==> config.mk <==
export PLATFORM = sky130hd
export DESIGN_NAME = atm_queue
export DESIGN_NICKNAME = d
export VERILOG_FILES = /design/src/rtl/atm_pkg.sv /design/src/rtl/atm_queue.sv
export SDC_FILE = /design/constraint.sdc
export NUM_CORES = 1
export LEC_CHECK = 0
export ABC_CLOCK_PERIOD_IN_PS = 1400
export BUFFER_PORTS_ARGS = -buffer_cell sky130_fd_sc_hd__buf_2
export CAP_MARGIN = 20
export CORE_ASPECT_RATIO = 1.75
export CORE_MARGIN = 2
export CORE_UTILIZATION = 40
export CTS_BUF_LIST = sky130_fd_sc_hd__clkbuf_2 sky130_fd_sc_hd__clkbuf_4 sky130_fd_sc_hd__clkbuf_8
export CTS_CLUSTER_DIAMETER = 200
export DETAILED_ROUTE_END_ITERATION = 12
export PLACE_DENSITY = 0.76
export REMOVE_ABC_BUFFERS = 1
export SLEW_MARGIN = 5
export SYNTH_ARGS = -nofsm -noshare
export SYNTH_HDL_FRONTEND = slang
export SYNTH_SLANG_ARGS = --single-unit
==> constraint.sdc <==
create_clock -name clk -period 1.4 [get_ports clk]
set_input_delay 0.28 -clock clk [delete_from_list [all_inputs] [get_ports clk]]
set_output_delay 0.28 -clock clk [all_outputs]
set_load 0.005 [all_outputs]
==> src/rtl/atm_pkg.sv <==
// atm_pkg: shared types, constants and text tables of the AT command modem front end
// used by atm_front, atm_queue, atm_back and the top level
// depends on nothing
package atm_pkg;

  localparam logic [7:0] CHAR_CR   = 8'h0D;
  localparam logic [7:0] CHAR_LF   = 8'h0A;
  localparam logic [7:0] CHAR_PLUS = 8'h2B;
  localparam logic [7:0] CHAR_ZERO = 8'h30;
  localparam logic [7:0] CHAR_NINE = 8'h39;

  localparam int LEN_W     = 7;
  localparam int ADDR_W    = 9;
  localparam int TEXT_W    = 192;
  localparam int WALK_MAX  = 22;
  localparam int CMD_COUNT = 6;

  typedef enum logic [1:0] {
    OP_BYTE = 2'd0,
    OP_TICK = 2'd1,
    OP_LINK = 2'd2
  } op_e;

  typedef enum logic [1:0] {
    KIND_TEXT       = 2'd0,
    KIND_CONNECT    = 2'd1,
    KIND_DISCONNECT = 2'd2,
    KIND_RESTART    = 2'd3
  } kind_e;

  typedef enum logic [6:0] {
    PH_BEGIN        = 7'b0000001,
    PH_DATA         = 7'b0000010,
    PH_PAUSE_BEFORE = 7'b0000100,
    PH_PLUS1        = 7'b0001000,
    PH_PLUS2        = 7'b0010000,
    PH_PLUS3        = 7'b0100000,
    PH_PAUSE_AFTER  = 7'b1000000
  } phase_t;

  typedef enum logic [3:0] {
    MSG_AVAILABLE = 4'd0,
    MSG_NO_CONN   = 4'd1,
    MSG_HUNG_UP   = 4'd2,
    MSG_VERBOSE   = 4'd3,
    MSG_NUMERIC   = 4'd4,
    MSG_RESTART   = 4'd5,
    MSG_UNKNOWN   = 4'd6,
    MSG_CMD_MODE  = 4'd7,
    MSG_CONNECT   = 4'd8
  } msg_t;

  typedef enum logic [2:0] {
    CMD_AT      = 3'd0,
    CMD_ATDP    = 3'd1,
    CMD_ATH0    = 3'd2,
    CMD_ATV0    = 3'd3,
    CMD_ATV1    = 3'd4,
    CMD_RESTART = 3'd5
  } cmd_t;

  typedef struct packed {
    logic              run;
    logic [1:0]        channel;
    msg_t              msg;
    logic [LEN_W-1:0]  length;
  } job_t;

  typedef struct packed {
    logic              en;
    logic [ADDR_W-1:0] addr;
    logic [7:0]        data;
  } store_wr_t;

  function automatic logic [7:0] byte_at(input logic [TEXT_W-1:0] text,
                                         input logic [4:0] len,
                                         input logic [4:0] k);
    logic [TEXT_W-1:0] t;
    t = text >> {len - k - 5'd1, 3'b000};
    return t[7:0];
  endfunction

  function automatic logic [TEXT_W-1:0] msg_text(input msg_t m);
    logic [TEXT_W-1:0] t;
    case (m)
      MSG_AVAILABLE: t = "0 OK, modem available";
      MSG_NO_CONN:   t = "4 ERROR, no connection";
      MSG_HUNG_UP:   t = "0 OK, disconnected";
      MSG_VERBOSE:   t = "0 OK, verbose answers";
      MSG_NUMERIC:   t = "0 OK, numeric answers";
      MSG_RESTART:   t = "0 OK, going to restart";
      MSG_UNKNOWN:   t = "4 ERROR, unknown command";
      MSG_CMD_MODE:  t = "0 OK, command mode";
      MSG_CONNECT:   t = "1 CONNECT";
      default:       t = '0;
    endcase
    return t;
  endfunction

  function automatic logic [4:0] msg_len(input msg_t m);
    logic [4:0] n;
    case (m)
      MSG_AVAILABLE: n = 5'd21;
      MSG_NO_CONN:   n = 5'd22;
      MSG_HUNG_UP:   n = 5'd18;
      MSG_VERBOSE:   n = 5'd21;
      MSG_NUMERIC:   n = 5'd21;
      MSG_RESTART:   n = 5'd22;
      MSG_UNKNOWN:   n = 5'd24;
      MSG_CMD_MODE:  n = 5'd18;
      MSG_CONNECT:   n = 5'd9;
      default:       n = 5'd1;
    endcase
    return n;
  endfunction

  function automatic logic [TEXT_W-1:0] cmd_text(input cmd_t c);
    logic [TEXT_W-1:0] t;
    case (c)
      CMD_AT:      t = "AT";
      CMD_ATDP:    t = "ATDP";
      CMD_ATH0:    t = "ATH0";
      CMD_ATV0:    t = "ATV0";
      CMD_ATV1:    t = "ATV1";
      CMD_RESTART: t = "AT-RESTART";
      default:     t = '0;
    endcase
    return t;
  endfunction

  function automatic logic [4:0] cmd_len(input cmd_t c);
    logic [4:0] n;
    case (c)
      CMD_AT:      n = 5'd2;
      CMD_RESTART: n = 5'd10;
      default:     n = 5'd4;
    endcase
    return n;
  endfunction

  function automatic logic [7:0] upcase(input logic [7:0] c);
    return (c >= 8'h61 && c <= 8'h7A) ? c - 8'h20 : c;
  endfunction

endpackage

==> src/rtl/atm_queue.sv <==
// atm_queue: two-entry job queue between front and back
// depends on atm_pkg
module atm_queue (
  input  logic            clk,
  input  logic            rst,
  input  logic            push,
  input  atm_pkg::job_t   push_job,
  output logic            full,
  input  logic            pop,
  output atm_pkg::job_t   head,
  output logic            empty
);

  atm_pkg::job_t entry [2];
  logic       wptr;
  logic       rptr;
  logic [1:0] count;

  assign full  = (count == 2'd2);
  assign empty = (count == 2'd0);
  assign head  = entry[rptr];

  always_ff @(posedge clk) begin
    if (push && !full) begin
      entry[wptr] <= push_job;
    end
  end

  always_ff @(posedge clk) begin
    if (rst) begin
      wptr  <= 1'b0;
      rptr  <= 1'b0;
      count <= 2'd0;
    end else begin
      if (push && !full) begin
        wptr <= ~wptr;
      end
      if (pop && !empty) begin
        rptr <= ~rptr;
      end
      count <= count + 2'(push && !full) - 2'(pop && !empty);
    end
  end

endmodule

==> flow_metrics.py <==
metrics = {
    "worst_setup_path": {
        "cp-start-kind": "flop",
        "r2r-end": "entry[0][2]",
        "crit_path_end_kind": "flop",
        "arrival_ps": 1510,
        "cp.required_ps": 1390,
        "path_max_fanout": 6,
        "worstRegToRegCells": 6,
        "r2r_start": "count[0]",
        "setup.worst_path.class": "flop to flop",
        "rrSetupSlack_ps": -110,
    },
    "route": {
        "antenna_left": 0,
        "routed-via-count": 752,
        "first_pass_iters": 3,
        "drtIter0Drc": 9,
        "drc": 0,
        "drt_wl_total_um": 2526,
        "post_drt_wl_per_cell_um": 17.07,
        "viasPerCell": 5.081,
    },
    "run": {
        "maxCapViolCount": 0,
    },
    "sta": {
        "period_minus_slack_ps": 1512,
        "fin_skew_ps": 8.871,
        "fin_crit_sh_pct": 108.0,
        "finalSetupViolCount": 29,
        "worstMarginPinSlew_ps": 282.5,
        "rsz0062_at_grt": "yes",
        "slew_viol_final": 0,
        "fin_ws_ps": -111.6,
        "report.final.hold_viol_count": 0,
        "fin_tns_setup_ps": -2627,
        "max_freq_ghz": 0.6616,
        "relSlewSlack_pct": 80.97,
    },
    "layout": {
        "fin_nets": 139,
        "stdcell_count": 148,
        "antennaDiodeCount": 0,
        "final_area_sq_um": 1868,
        "drive_gt1_share_pct": 67.50,
        "syn_to_final_growth_pct": 50.81,
        "fin_util_pct": 63.80,
    },
    "placed_design": {
        "place_area_sq_um": 1486,
        "io_buffers": 33,
        "gp_congestion": 0.5807,
        "place_inst": 137,
        "dpl.hpwl_um": 1576,
    },
    "cts": {
        "clk_pin_slew_ps": 70,
        "cts_root_buf": "clkbuf_8",
        "numCtsBuffers": 5,
        "ctsHoldBuffers": 0,
        "cts_tree": "done",
        "clk_latency_ps": 280,
        "htree_levels": 2,
        "clockBufferDepth": 2,
        "clkSinkCount": 33,
    },
    "min_path": {
        "min_to": "entry[0][9]",
        "hold_path.startpoint": "push_job[9]",
        "hold_class": "input pin to flop",
        "hold_depth": 1,
    },
    "power_and_ir_drop": {
        "powerDensity_nw_per_um2": 1965,
        "irDropWorstVdd_v": 0.001423,
        "leakagePower_uw": 0.0007687,
    },
    "die": {
        "fp-row-count": 26,
        "die_w_um": 46.07,
        "chipHeight_um": 77.62,
        "io_pins": 34,
        "coreArea_sq_um": 2928,
        "die_area_sq_um": 3575,
        "start_util_pct": 42.31,
    },
    "grt": {
        "gr-usage-met2_pct": 25.83,
        "grt_pass1_wl_um": 3719,
        "gr-usage-met1_pct": 14.51,
        "busiest_layer": "met2",
        "gr-total-overflow": 0,
        "antenna_found_initial": 0,
        "grt_usage_pct": 15.30,
        "grt_pass1_vias": 847,
        "grt_max_degree": 15,
        "use_met3_pct": 5.814,
    },
    "logic_synthesis": {
        "synthesis.area_sq_um": 1239,
        "avgSynthCellArea_sq_um": 17.70,
        "synth_warnings": 0,
        "synth_cell_types": 21,
        "syn-instance-count": 70,
        "ys_seq_area_share_pct": 75.96,
        "ys_ff_latch": 33,
    },
    "outcome": {
        "violations": "negative setup slack",
        "outcome": "finished with violations",
    },
}
-- cell usage in the layout (no fill, tap or decap) --
| cell | n |
|---|---|
| o21a_4 | 1 |
| and2_4 | 1 |
| ha_4 | 2 |
| nand2_4 | 1 |
| buf_6 | 18 |
| mux2_4 | 14 |
| dfxtp_2 | 2 |
| inv_2 | 2 |
| clkbuf_4 | 1 |
| xnor2_1 | 1 |
| nor2_1 | 4 |
| xor2_2 | 1 |
| inv_1 | 1 |
| buf_8 | 1 |
| dfxtp_4 | 1 |
| edfxtp_1 | 28 |
| nor2b_1 | 1 |
| o21ai_0 | 1 |
| nand2b_4 | 1 |
| bufinv_16 | 1 |
| nor3_2 | 1 |
| and3_4 | 1 |
| clkbuf_8 | 6 |
| buf_2 | 19 |
| a21oi_1 | 1 |
| inv_4 | 1 |
| buf_4 | 5 |
| dfxtp_1 | 2 |
| or3_4 | 1 |
-- state kept, by name, indices dropped and copies added, names as in the netlist, named ones only --
name	count
count	2
entry	28
rptr	1
wptr	1
-- critical path, stage by stage, from the launching register on --
cell and delay (ps):
dfxtp_2 360, nand2b_4 160, buf_4 110, inv_2 40
or3_4 350, inv_4 80, buf_6 130
-- per-stage QoR --
stage          power (uW)  setup slack [ps]  hold slack (ps)
2_1_floorplan        1761            -97.98            349.1
3_3_place_gp         2100            -74.03            468.8
3_5_place_dp         2158            -220.5            473.1
4_1_cts              3543            -152.7            177.1
5_1_grt              3842            -166.2            170.8
6_report             3671            -111.6            185.6
-- Yosys cell counts --
cell type | number | share of area [%]
a21oi_1 | 1 | 0.40
and2_1 | 1 | 0.51
and3_2 | 1 | 0.61
buf_2 | 1 | 0.40
dfxtp_1 | 5 | 8.1
edfxtp_1 | 28 | 68
ha_1 | 2 | 2.0
inv_1 | 3 | 0.91
inv_2 | 1 | 0.30
mux2_1 | 10 | 9.1
mux2_2 | 4 | 3.6
nand2_1 | 1 | 0.30
nand2b_2 | 1 | 0.71
nor2_1 | 4 | 1.2
nor2b_1 | 1 | 0.51
nor3_1 | 1 | 0.40
o21a_2 | 1 | 0.71
o21ai_0 | 1 | 0.40
or3_1 | 1 | 0.51
xnor2_1 | 1 | 0.71
xor2_1 | 1 | 0.71
-- cell type report --
type | count | area (sq um)
multi-input cells | 32 | 397.9
flip-flops and latches | 33 | 947.2
clock buffers | 7 | 90.09
inverters | 4 | 17.52
well taps | 28 | 35.03
repair buffers | 43 | 350.3
fillers | 229 | 1060
clock inverters | 1 | 30.03
-- per-layer routing --
layer | vias to the layer above | part of all wire, %
li1 | 354 | -
met1 | 363 | 33
met2 | 26 | 60
met3 | 9 | 4.1
met4 | 0 | 3.1
met5 | - | 0
-- worst max path at each step --
stage                        to  slack (ps)  startpoint  depth (start not counted)
finish              entry[0][2]        -110    count[0]                          6
global route           count[1]        -170    count[0]                          8
CTS                    count[1]        -150    count[0]                          7
detailed placement     count[1]        -220    count[0]                          8
global placement       count[1]         -70    count[0]                          8
floorplan           entry[0][0]        -100    count[0]                          4
-- cells by family after synthesis --
group | share of synthesized area (%)
flip-flops | 75.96
AO/OA/AOI/OAI | 1.515
XOR/XNOR | 1.414
adder cells (fa/ha/maj) | 2.020
AND/OR/NAND/NOR | 4.748
buffers and inverters | 1.615
multiplexers | 12.73
-- power breakdown --
| part | internal [uW] | switching (uW) |
|---|---|---|
| combinational | 859 | 529 |
| clock | 599 | 318 |
| sequential | 1280 | 86.9 |
-- what timing repair did --
action | CTS | global route
gates resized for setup | 41 | 12
setup endpoints to repair | 30 | 29
setup buffers | 1 | 2
pin swaps | 5 | 5
Note: power is estimated with default switching activity, not from simulation.
