File: config.mk
export PLATFORM = sky130hd
export DESIGN_NAME = atm_front
export DESIGN_NICKNAME = d
export VERILOG_FILES = /design/src/rtl/atm_pkg.sv /design/src/rtl/atm_front.sv
export SDC_FILE = /design/constraint.sdc
export NUM_CORES = 1
export LEC_CHECK = 0
export BUFFER_PORTS_ARGS = -buffer_cell sky130_fd_sc_hd__buf_4
export CORE_MARGIN = 10
export CORE_UTILIZATION = 30
export DETAILED_ROUTE_END_ITERATION = 8
export GPL_TIMING_DRIVEN = 0
export SETUP_SLACK_MARGIN = 0.15
export SLEW_MARGIN = 20
export SYNTH_ARGS = -nofsm -noshare
export SYNTH_HDL_FRONTEND = slang
export SYNTH_SLANG_ARGS = --single-unit
File: constraint.sdc
create_clock -name clk -period 3.21 [get_ports clk]
set_input_delay 0.321 -clock clk [delete_from_list [all_inputs] [get_ports clk]]
set_output_delay 0.321 -clock clk [all_outputs]
set_load 0.01 [all_outputs]
File: src/rtl/atm_pkg.sv
// atm_pkg: shared types, constants and text tables of the AT command modem front end
// used by atm_front, atm_queue, atm_back and the top level
// depends on nothing
package atm_pkg;

  localparam logic [7:0] CHAR_CR   = 8'h0D;
  localparam logic [7:0] CHAR_LF   = 8'h0A;
  localparam logic [7:0] CHAR_PLUS = 8'h2B;
  localparam logic [7:0] CHAR_ZERO = 8'h30;
  localparam logic [7:0] CHAR_NINE = 8'h39;

  localparam int LEN_W     = 7;
  localparam int ADDR_W    = 9;
  localparam int TEXT_W    = 192;
  localparam int WALK_MAX  = 22;
  localparam int CMD_COUNT = 6;

  typedef enum logic [1:0] {
    OP_BYTE = 2'd0,
    OP_TICK = 2'd1,
    OP_LINK = 2'd2
  } op_e;

  typedef enum logic [1:0] {
    KIND_TEXT       = 2'd0,
    KIND_CONNECT    = 2'd1,
    KIND_DISCONNECT = 2'd2,
    KIND_RESTART    = 2'd3
  } kind_e;

  typedef enum logic [6:0] {
    PH_BEGIN        = 7'b0000001,
    PH_DATA         = 7'b0000010,
    PH_PAUSE_BEFORE = 7'b0000100,
    PH_PLUS1        = 7'b0001000,
    PH_PLUS2        = 7'b0010000,
    PH_PLUS3        = 7'b0100000,
    PH_PAUSE_AFTER  = 7'b1000000
  } phase_t;

  typedef enum logic [3:0] {
    MSG_AVAILABLE = 4'd0,
    MSG_NO_CONN   = 4'd1,
    MSG_HUNG_UP   = 4'd2,
    MSG_VERBOSE   = 4'd3,
    MSG_NUMERIC   = 4'd4,
    MSG_RESTART   = 4'd5,
    MSG_UNKNOWN   = 4'd6,
    MSG_CMD_MODE  = 4'd7,
    MSG_CONNECT   = 4'd8
  } msg_t;

  typedef enum logic [2:0] {
    CMD_AT      = 3'd0,
    CMD_ATDP    = 3'd1,
    CMD_ATH0    = 3'd2,
    CMD_ATV0    = 3'd3,
    CMD_ATV1    = 3'd4,
    CMD_RESTART = 3'd5
  } cmd_t;

  typedef struct packed {
    logic              run;
    logic [1:0]        channel;
    msg_t              msg;
    logic [LEN_W-1:0]  length;
  } job_t;

  typedef struct packed {
    logic              en;
    logic [ADDR_W-1:0] addr;
    logic [7:0]        data;
  } store_wr_t;

  function automatic logic [7:0] byte_at(input logic [TEXT_W-1:0] text,
                                         input logic [4:0] len,
                                         input logic [4:0] k);
    logic [TEXT_W-1:0] t;
    t = text >> {len - k - 5'd1, 3'b000};
    return t[7:0];
  endfunction

  function automatic logic [TEXT_W-1:0] msg_text(input msg_t m);
    logic [TEXT_W-1:0] t;
    case (m)
      MSG_AVAILABLE: t = "0 OK, modem available";
      MSG_NO_CONN:   t = "4 ERROR, no connection";
      MSG_HUNG_UP:   t = "0 OK, disconnected";
      MSG_VERBOSE:   t = "0 OK, verbose answers";
      MSG_NUMERIC:   t = "0 OK, numeric answers";
      MSG_RESTART:   t = "0 OK, going to restart";
      MSG_UNKNOWN:   t = "4 ERROR, unknown command";
      MSG_CMD_MODE:  t = "0 OK, command mode";
      MSG_CONNECT:   t = "1 CONNECT";
      default:       t = '0;
    endcase
    return t;
  endfunction

  function automatic logic [4:0] msg_len(input msg_t m);
    logic [4:0] n;
    case (m)
      MSG_AVAILABLE: n = 5'd21;
      MSG_NO_CONN:   n = 5'd22;
      MSG_HUNG_UP:   n = 5'd18;
      MSG_VERBOSE:   n = 5'd21;
      MSG_NUMERIC:   n = 5'd21;
      MSG_RESTART:   n = 5'd22;
      MSG_UNKNOWN:   n = 5'd24;
      MSG_CMD_MODE:  n = 5'd18;
      MSG_CONNECT:   n = 5'd9;
      default:       n = 5'd1;
    endcase
    return n;
  endfunction

  function automatic logic [TEXT_W-1:0] cmd_text(input cmd_t c);
    logic [TEXT_W-1:0] t;
    case (c)
      CMD_AT:      t = "AT";
      CMD_ATDP:    t = "ATDP";
      CMD_ATH0:    t = "ATH0";
      CMD_ATV0:    t = "ATV0";
      CMD_ATV1:    t = "ATV1";
      CMD_RESTART: t = "AT-RESTART";
      default:     t = '0;
    endcase
    return t;
  endfunction

  function automatic logic [4:0] cmd_len(input cmd_t c);
    logic [4:0] n;
    case (c)
      CMD_AT:      n = 5'd2;
      CMD_RESTART: n = 5'd10;
      default:     n = 5'd4;
    endcase
    return n;
  endfunction

  function automatic logic [7:0] upcase(input logic [7:0] c);
    return (c >= 8'h61 && c <= 8'h7A) ? c - 8'h20 : c;
  endfunction

endpackage

File: src/rtl/atm_front.sv
// atm_front: accepts items, keeps per-channel mode, escape and line state, config registers
// writes the line store and queues jobs; depends on atm_pkg
module atm_front #(
  parameter int CHANNELS   = 4,
  parameter int LINE_BYTES = 32
) (
  input  logic                clk,
  input  logic                rst,
  input  logic                push,
  output logic                full,
  input  logic [1:0]          operation,
  input  logic [1:0]          channel,
  input  logic [7:0]          rx_byte,
  input  logic                cfg_valid,
  output logic                cfg_ready,
  input  logic                cfg_index,
  input  logic [7:0]          cfg_data,
  output logic                job_push,
  output atm_pkg::job_t       job,
  input  logic                job_full,
  output atm_pkg::store_wr_t  store_wr,
  input  logic                run_done
);

  localparam int CW = (CHANNELS > 1) ? $clog2(CHANNELS) : 1;
  localparam int LW = $clog2(LINE_BYTES + 1);

  logic [3:0]          mask;
  logic [7:0]          guard;
  logic                run_pending;

  logic                data_mode  [CHANNELS];
  logic                collecting [CHANNELS];
  logic [LW-1:0]       len        [CHANNELS];
  atm_pkg::phase_t     phase      [CHANNELS];
  logic [7:0]          silence    [CHANNELS];

  logic                accept;
  logic                en;
  logic [CW-1:0]       ci;
  logic                dm_next;
  logic                col_next;
  logic [LW-1:0]       len_next;
  atm_pkg::phase_t     phase_next;
  atm_pkg::phase_t     ph_tick;
  logic [7:0]          sil_next;
  logic [LW-1:0]       lenw;

  assign cfg_ready = 1'b1;
  assign full      = job_full || run_pending;
  assign accept    = push && !full;
  assign ci        = CW'(channel);
  assign en        = accept && (int'(channel) < CHANNELS) && mask[channel];

  always_comb begin
    dm_next     = data_mode[ci];
    col_next    = collecting[ci];
    len_next    = len[ci];
    phase_next  = phase[ci];
    sil_next    = silence[ci];
    ph_tick     = phase[ci];
    lenw        = '0;
    job_push    = 1'b0;
    job.run     = 1'b0;
    job.channel = channel;
    job.msg     = atm_pkg::MSG_UNKNOWN;
    job.length  = '0;
    store_wr.en   = 1'b0;
    store_wr.addr = '0;
    store_wr.data = rx_byte;
    case (operation)
      atm_pkg::OP_BYTE: begin
        if (data_mode[ci]) begin
          sil_next = 8'd0;
          if (phase[ci] == atm_pkg::PH_PAUSE_BEFORE && rx_byte == atm_pkg::CHAR_PLUS) begin
            phase_next = atm_pkg::PH_PLUS1;
          end else if (phase[ci] == atm_pkg::PH_PLUS1 && rx_byte == atm_pkg::CHAR_PLUS) begin
            phase_next = atm_pkg::PH_PLUS2;
          end else if (phase[ci] == atm_pkg::PH_PLUS2 && rx_byte == atm_pkg::CHAR_PLUS) begin
            phase_next = atm_pkg::PH_PLUS3;
          end else begin
            phase_next = atm_pkg::PH_DATA;
          end
        end else begin
          lenw = collecting[ci] ? len[ci] : '0;
          if (int'(lenw) >= LINE_BYTES) begin
            lenw = '0;
          end
          store_wr.en   = en;
          store_wr.addr = atm_pkg::ADDR_W'(int'(ci) * LINE_BYTES + int'(lenw));
          len_next      = lenw + LW'(1);
          if (rx_byte == atm_pkg::CHAR_CR || rx_byte == atm_pkg::CHAR_LF) begin
            col_next   = 1'b0;
            job_push   = en;
            job.run    = 1'b1;
            job.length = atm_pkg::LEN_W'(len_next);
          end else begin
            col_next = 1'b1;
          end
        end
      end
      atm_pkg::OP_TICK: begin
        if (silence[ci] >= guard) begin
          if (phase[ci] == atm_pkg::PH_DATA) begin
            ph_tick = atm_pkg::PH_PAUSE_BEFORE;
          end else if (phase[ci] == atm_pkg::PH_PLUS3) begin
            ph_tick = atm_pkg::PH_PAUSE_AFTER;
          end
        end else begin
          sil_next = silence[ci] + 8'd1;
        end
        phase_next = ph_tick;
        if (data_mode[ci] && ph_tick == atm_pkg::PH_PAUSE_AFTER) begin
          dm_next    = 1'b0;
          phase_next = atm_pkg::PH_BEGIN;
          job_push   = en;
          job.msg    = atm_pkg::MSG_CMD_MODE;
        end
      end
      atm_pkg::OP_LINK: begin
        if (!data_mode[ci]) begin
          dm_next  = 1'b1;
          job_push = en;
          job.msg  = atm_pkg::MSG_CONNECT;
        end
      end
      default: begin
      end
    endcase
  end

  always_ff @(posedge clk) begin
    if (rst) begin
      mask        <= 4'd0;
      guard       <= 8'd10;
      run_pending <= 1'b0;
      for (int c = 0; c < CHANNELS; c++) begin
        data_mode[c]  <= 1'b0;
        collecting[c] <= 1'b0;
        len[c]        <= '0;
        phase[c]      <= atm_pkg::PH_BEGIN;
        silence[c]    <= 8'd0;
      end
    end else begin
      if (cfg_valid && cfg_ready) begin
        if (cfg_index == 1'b0) begin
          mask <= cfg_data[3:0];
        end else begin
          guard <= cfg_data;
        end
      end
      if (job_push && job.run) begin
        run_pending <= 1'b1;
      end else if (run_done) begin
        run_pending <= 1'b0;
      end
      if (en) begin
        data_mode[ci]  <= dm_next;
        collecting[ci] <= col_next;
        len[ci]        <= len_next;
        phase[ci]      <= phase_next;
        silence[ci]    <= sil_next;
      end
    end
  end

endmodule

==> flow_summary.ini <==
[finish]
postLayoutCellArea_mm2 = 0.007470
drive_above_1_share_pct = 32.05
nFillCells = 1879
stdcell_count = 889
final_nets = 662
postLayoutCoreUtil_pct = 38.51
syn2layout_area_growth_pct = 26.35
num_antenna_cells = 0

[synth]
ys_seq_elements = 105
ys_seq_area_share_pct = 51.13
yosys.area.top_type = edfxtp_1
post_synth_num_cell_types = 66
synth_edf_count = 92
synthArstFlopShare_pct = 0
synth_area_mm2 = 0.005912
syn_inst = 520
ys_top_cells_by_area = edfxtp_1 47%, mux4_2 6.9%, nor2_1 5.8%
synth_area_per_cell_um2 = 11.37
synth_ff_type = edfxtp_1
synth_top_area_share_pct = 46.73
ys_warn_count = 0

[timing]
finalSetupViolCount = 2
final.setup_skew_ns = 0.007942
max_slew_margin_pct = 41.09
whs_ns = 0.1673
rsz0062_at_grt = yes
max_freq_mhz = 301.8
final.period_utilization_pct = 103.2
post-route-worst-setup-slack_ns = -0.1034
maxSlewViolCount = 0
tightest_slew_ns = 0.8666
fin_crit_ns = 3.313
finalHoldViolCount = 0

[power_and_ir_drop]
vdd_drop_max_mv = 0.1824
p_leak_nw = 2.849
p_per_area_mw_per_mm2 = 429.0

[route]
drc_errors = 0
first_iter_violations = 514
first_pass_iters = 6
vias = 4589
vias_per_cell = 5.162
wire_per_inst_um = 18.38
wl_um = 16340
route.antenna.remaining_nets = 0

[clock_network]
clock_latency_ns = 0.36
clockRootBuffer = clkbuf_16
postCtsHoldBufs = 0
cts_tree = yes
cts_max_level = 3
cts.path.max_buffers = 2
cts_sinks = 105
clk_pin_slew_ns = 0.07
cts_buffers = 9

[job]
max_cap_violations = 0

[grt]
use_met1_pct = 14.72
antenna_found_initial = 0
grt_max_degree = 24
overflow = 0
grt_pass1_wl_um = 24780
grt.busiest_layer = met2
grt_pass1_vias = 4548
grt_usage_pct = 12.29
met3_usage_pct = 2.658
met2_usage_pct = 20.31

[run_status]
status = finished, violations left
violations = setup timing

[floorplanning]
chipWidth_um = 160.4
fp-row-count = 51
die-area_mm2 = 0.02572
start_util_pct = 30.48
die_h_um = 160.4
ios = 62
core_mm2 = 0.01940

[placed_design]
dpl_cell_area_mm2 = 0.006779
dp_hpwl_um = 11190
port_buffers = 57
placedCellCount = 845
gp_congestion = 0.8736

[critical_path]
cp.required_ns = 2.89
worstPathArrival_ns = 2.99
critPathLaunch = silence[3][2]$_DFFE_PP_
r2r_end = silence[0][7]$_SDFFCE_PN0P_
crit_end = job_push
crit_fanout = 2
worstSetupEndpointType = primary output
reg2reg_depth = 10
crit_type = register to primary output
worstReg2RegStart = silence[3][2]$_DFFE_PP_
cp-start-kind = register
r2r_slack_ns = 0.03

[hold_path]
hold_class = input pin to register
state kept, by name (all words and copies together), names as in the netlist:
register	flops
len	24
guard	8
mask	4
phase	28
collecting	4
run_pending	1
silence	32
data_mode	4
logic make-up after synthesis:
group	after synthesis	synth area share [%]
other	2	0.1270
AND/OR/NAND/NOR	226	18.86
multiplexers	34	11.34
XOR/XNOR	5	0.7409
AO/OA/AOI/OAI	75	9.333
flip-flops	105	51.13
buffers and inverters	57	5.079
adder cells (fa/ha/maj)	16	3.386
timing repair:
item,4_1_cts,5_1_grt
pin swaps,9,18
buffers inserted,17,11
gates resized for setup,25,25
endpoints found under the hold margin,0,0
endpoints found under the setup margin,105,110
metal layers:
layer	wire length, µm	part of all wire, %
met5	0	0
met4	500	3.1
met1	6739	41
met2	7938	49
met3	1159	7.1
worst max-delay path: stages, from the launching register on:
cell	delay, ns
edfxtp_1	0.37
mux4_2	0.54
ha_4	0.19
or4_4	0.52
a21oi_4	0.14
o31a_1	0.22
o21ai_2	0.08
and2_4	0.14
o31a_1	0.29
buf_6	0.14
how the worst min path moves through the flow:
stage | to | cells past startpoint | start | slack (ns)
finish | guard[2]$_SDFFE_PP0P_ | 2 | rst | 0.17
global route | guard[2]$_SDFFE_PP0P_ | 2 | rst | 0.18
CTS | guard[2]$_SDFFE_PP0P_ | 2 | rst | 0.15
detailed placement | guard[2]$_SDFFE_PP0P_ | 2 | guard[2]$_SDFFE_PP0P_ | 0.45
global placement | guard[2]$_SDFFE_PP0P_ | 2 | guard[2]$_SDFFE_PP0P_ | 0.45
floorplan | guard[2]$_SDFFE_PP0P_ | 1 | rst | 0.39
cell type report:
| type | instances | area (µm²) | area share, % |
|---|---|---|---|
| clock buffers | 10 | 239.0 | 3.199 |
| repair buffers | 86 | 676.9 | 9.062 |
| multi-input cells | 360 | 2796 | 37.44 |
| clock inverters | 6 | 57.56 | 0.7705 |
| flip-flops and latches | 105 | 3023 | 40.47 |
| well taps | 265 | 331.6 | 4.439 |
| plain buffers | 40 | 281.5 | 3.769 |
| inverters | 17 | 63.81 | 0.8543 |
cells in the final DEF, fill, tap and decap left out, drive strengths merged, types with 3 or more instances in the layout:
cell    netlist  layout
nor4          6       6
mux4         24      24
nand2b        6       6
nor2         93      93
a31oi         3       3
xor2          3       3
mux2i         7       7
nor2b        11      11
and3          8       8
nand2        44      44
ha           16      16
nor3         10      10
inv          17      17
a22oi         3       3
o21ai        10      10
o31a          3       3
mux2          3       3
o211ai        9       9
o211a         4       4
a21oi        21      21
dfxtp        13      13
edfxtp       92      92
clkinv        0       4
conb          2       4
a21o          3       3
buf          27     113
nand3        13      13
and2         11      11
or2           5       5
or3           8       8
clkbuf       13      23
power breakdown:
part / internal (mW) / switching [mW] / leakage, nW
logic: 0.244 / 0.312 / 1.66
clock network: 0.620 / 0.489 / 0.148
registers: 1.53 / 0.0129 / 1.04
total: 2.39 / 0.814 / 2.85
synthesized netlist by cell type, drive strengths merged (4+ instances only):
cell,number
and3,8
or2,5
o211a,4
inv,17
clkbuf,13
nand2b,6
nand3,13
nand2,44
edfxtp,92
mux2i,7
nor2,93
dfxtp,13
or3,8
ha,16
buf,27
and2,11
nor2b,11
o21ai,10
mux4,24
a21oi,21
nor4,6
o211ai,9
nor3,10
through the flow:
| step | worst slack (ns) | power [mW] | setup TNS [ns] |
|---|---|---|---|
| 2_1_floorplan | 0.1514 | 1.882 | 0 |
| 5_1_grt | -0.1797 | 3.320 | -0.3352 |
| 3_5_place_dp | -0.5629 | 2.037 | -51.56 |
| 3_3_place_gp | -0.8937 | 2.018 | -91.93 |
| 6_report | -0.1034 | 3.205 | -0.1658 |
| 4_1_cts | -0.1044 | 3.187 | -0.1578 |
No activity file was read; power rests on OpenSTA's default activity.
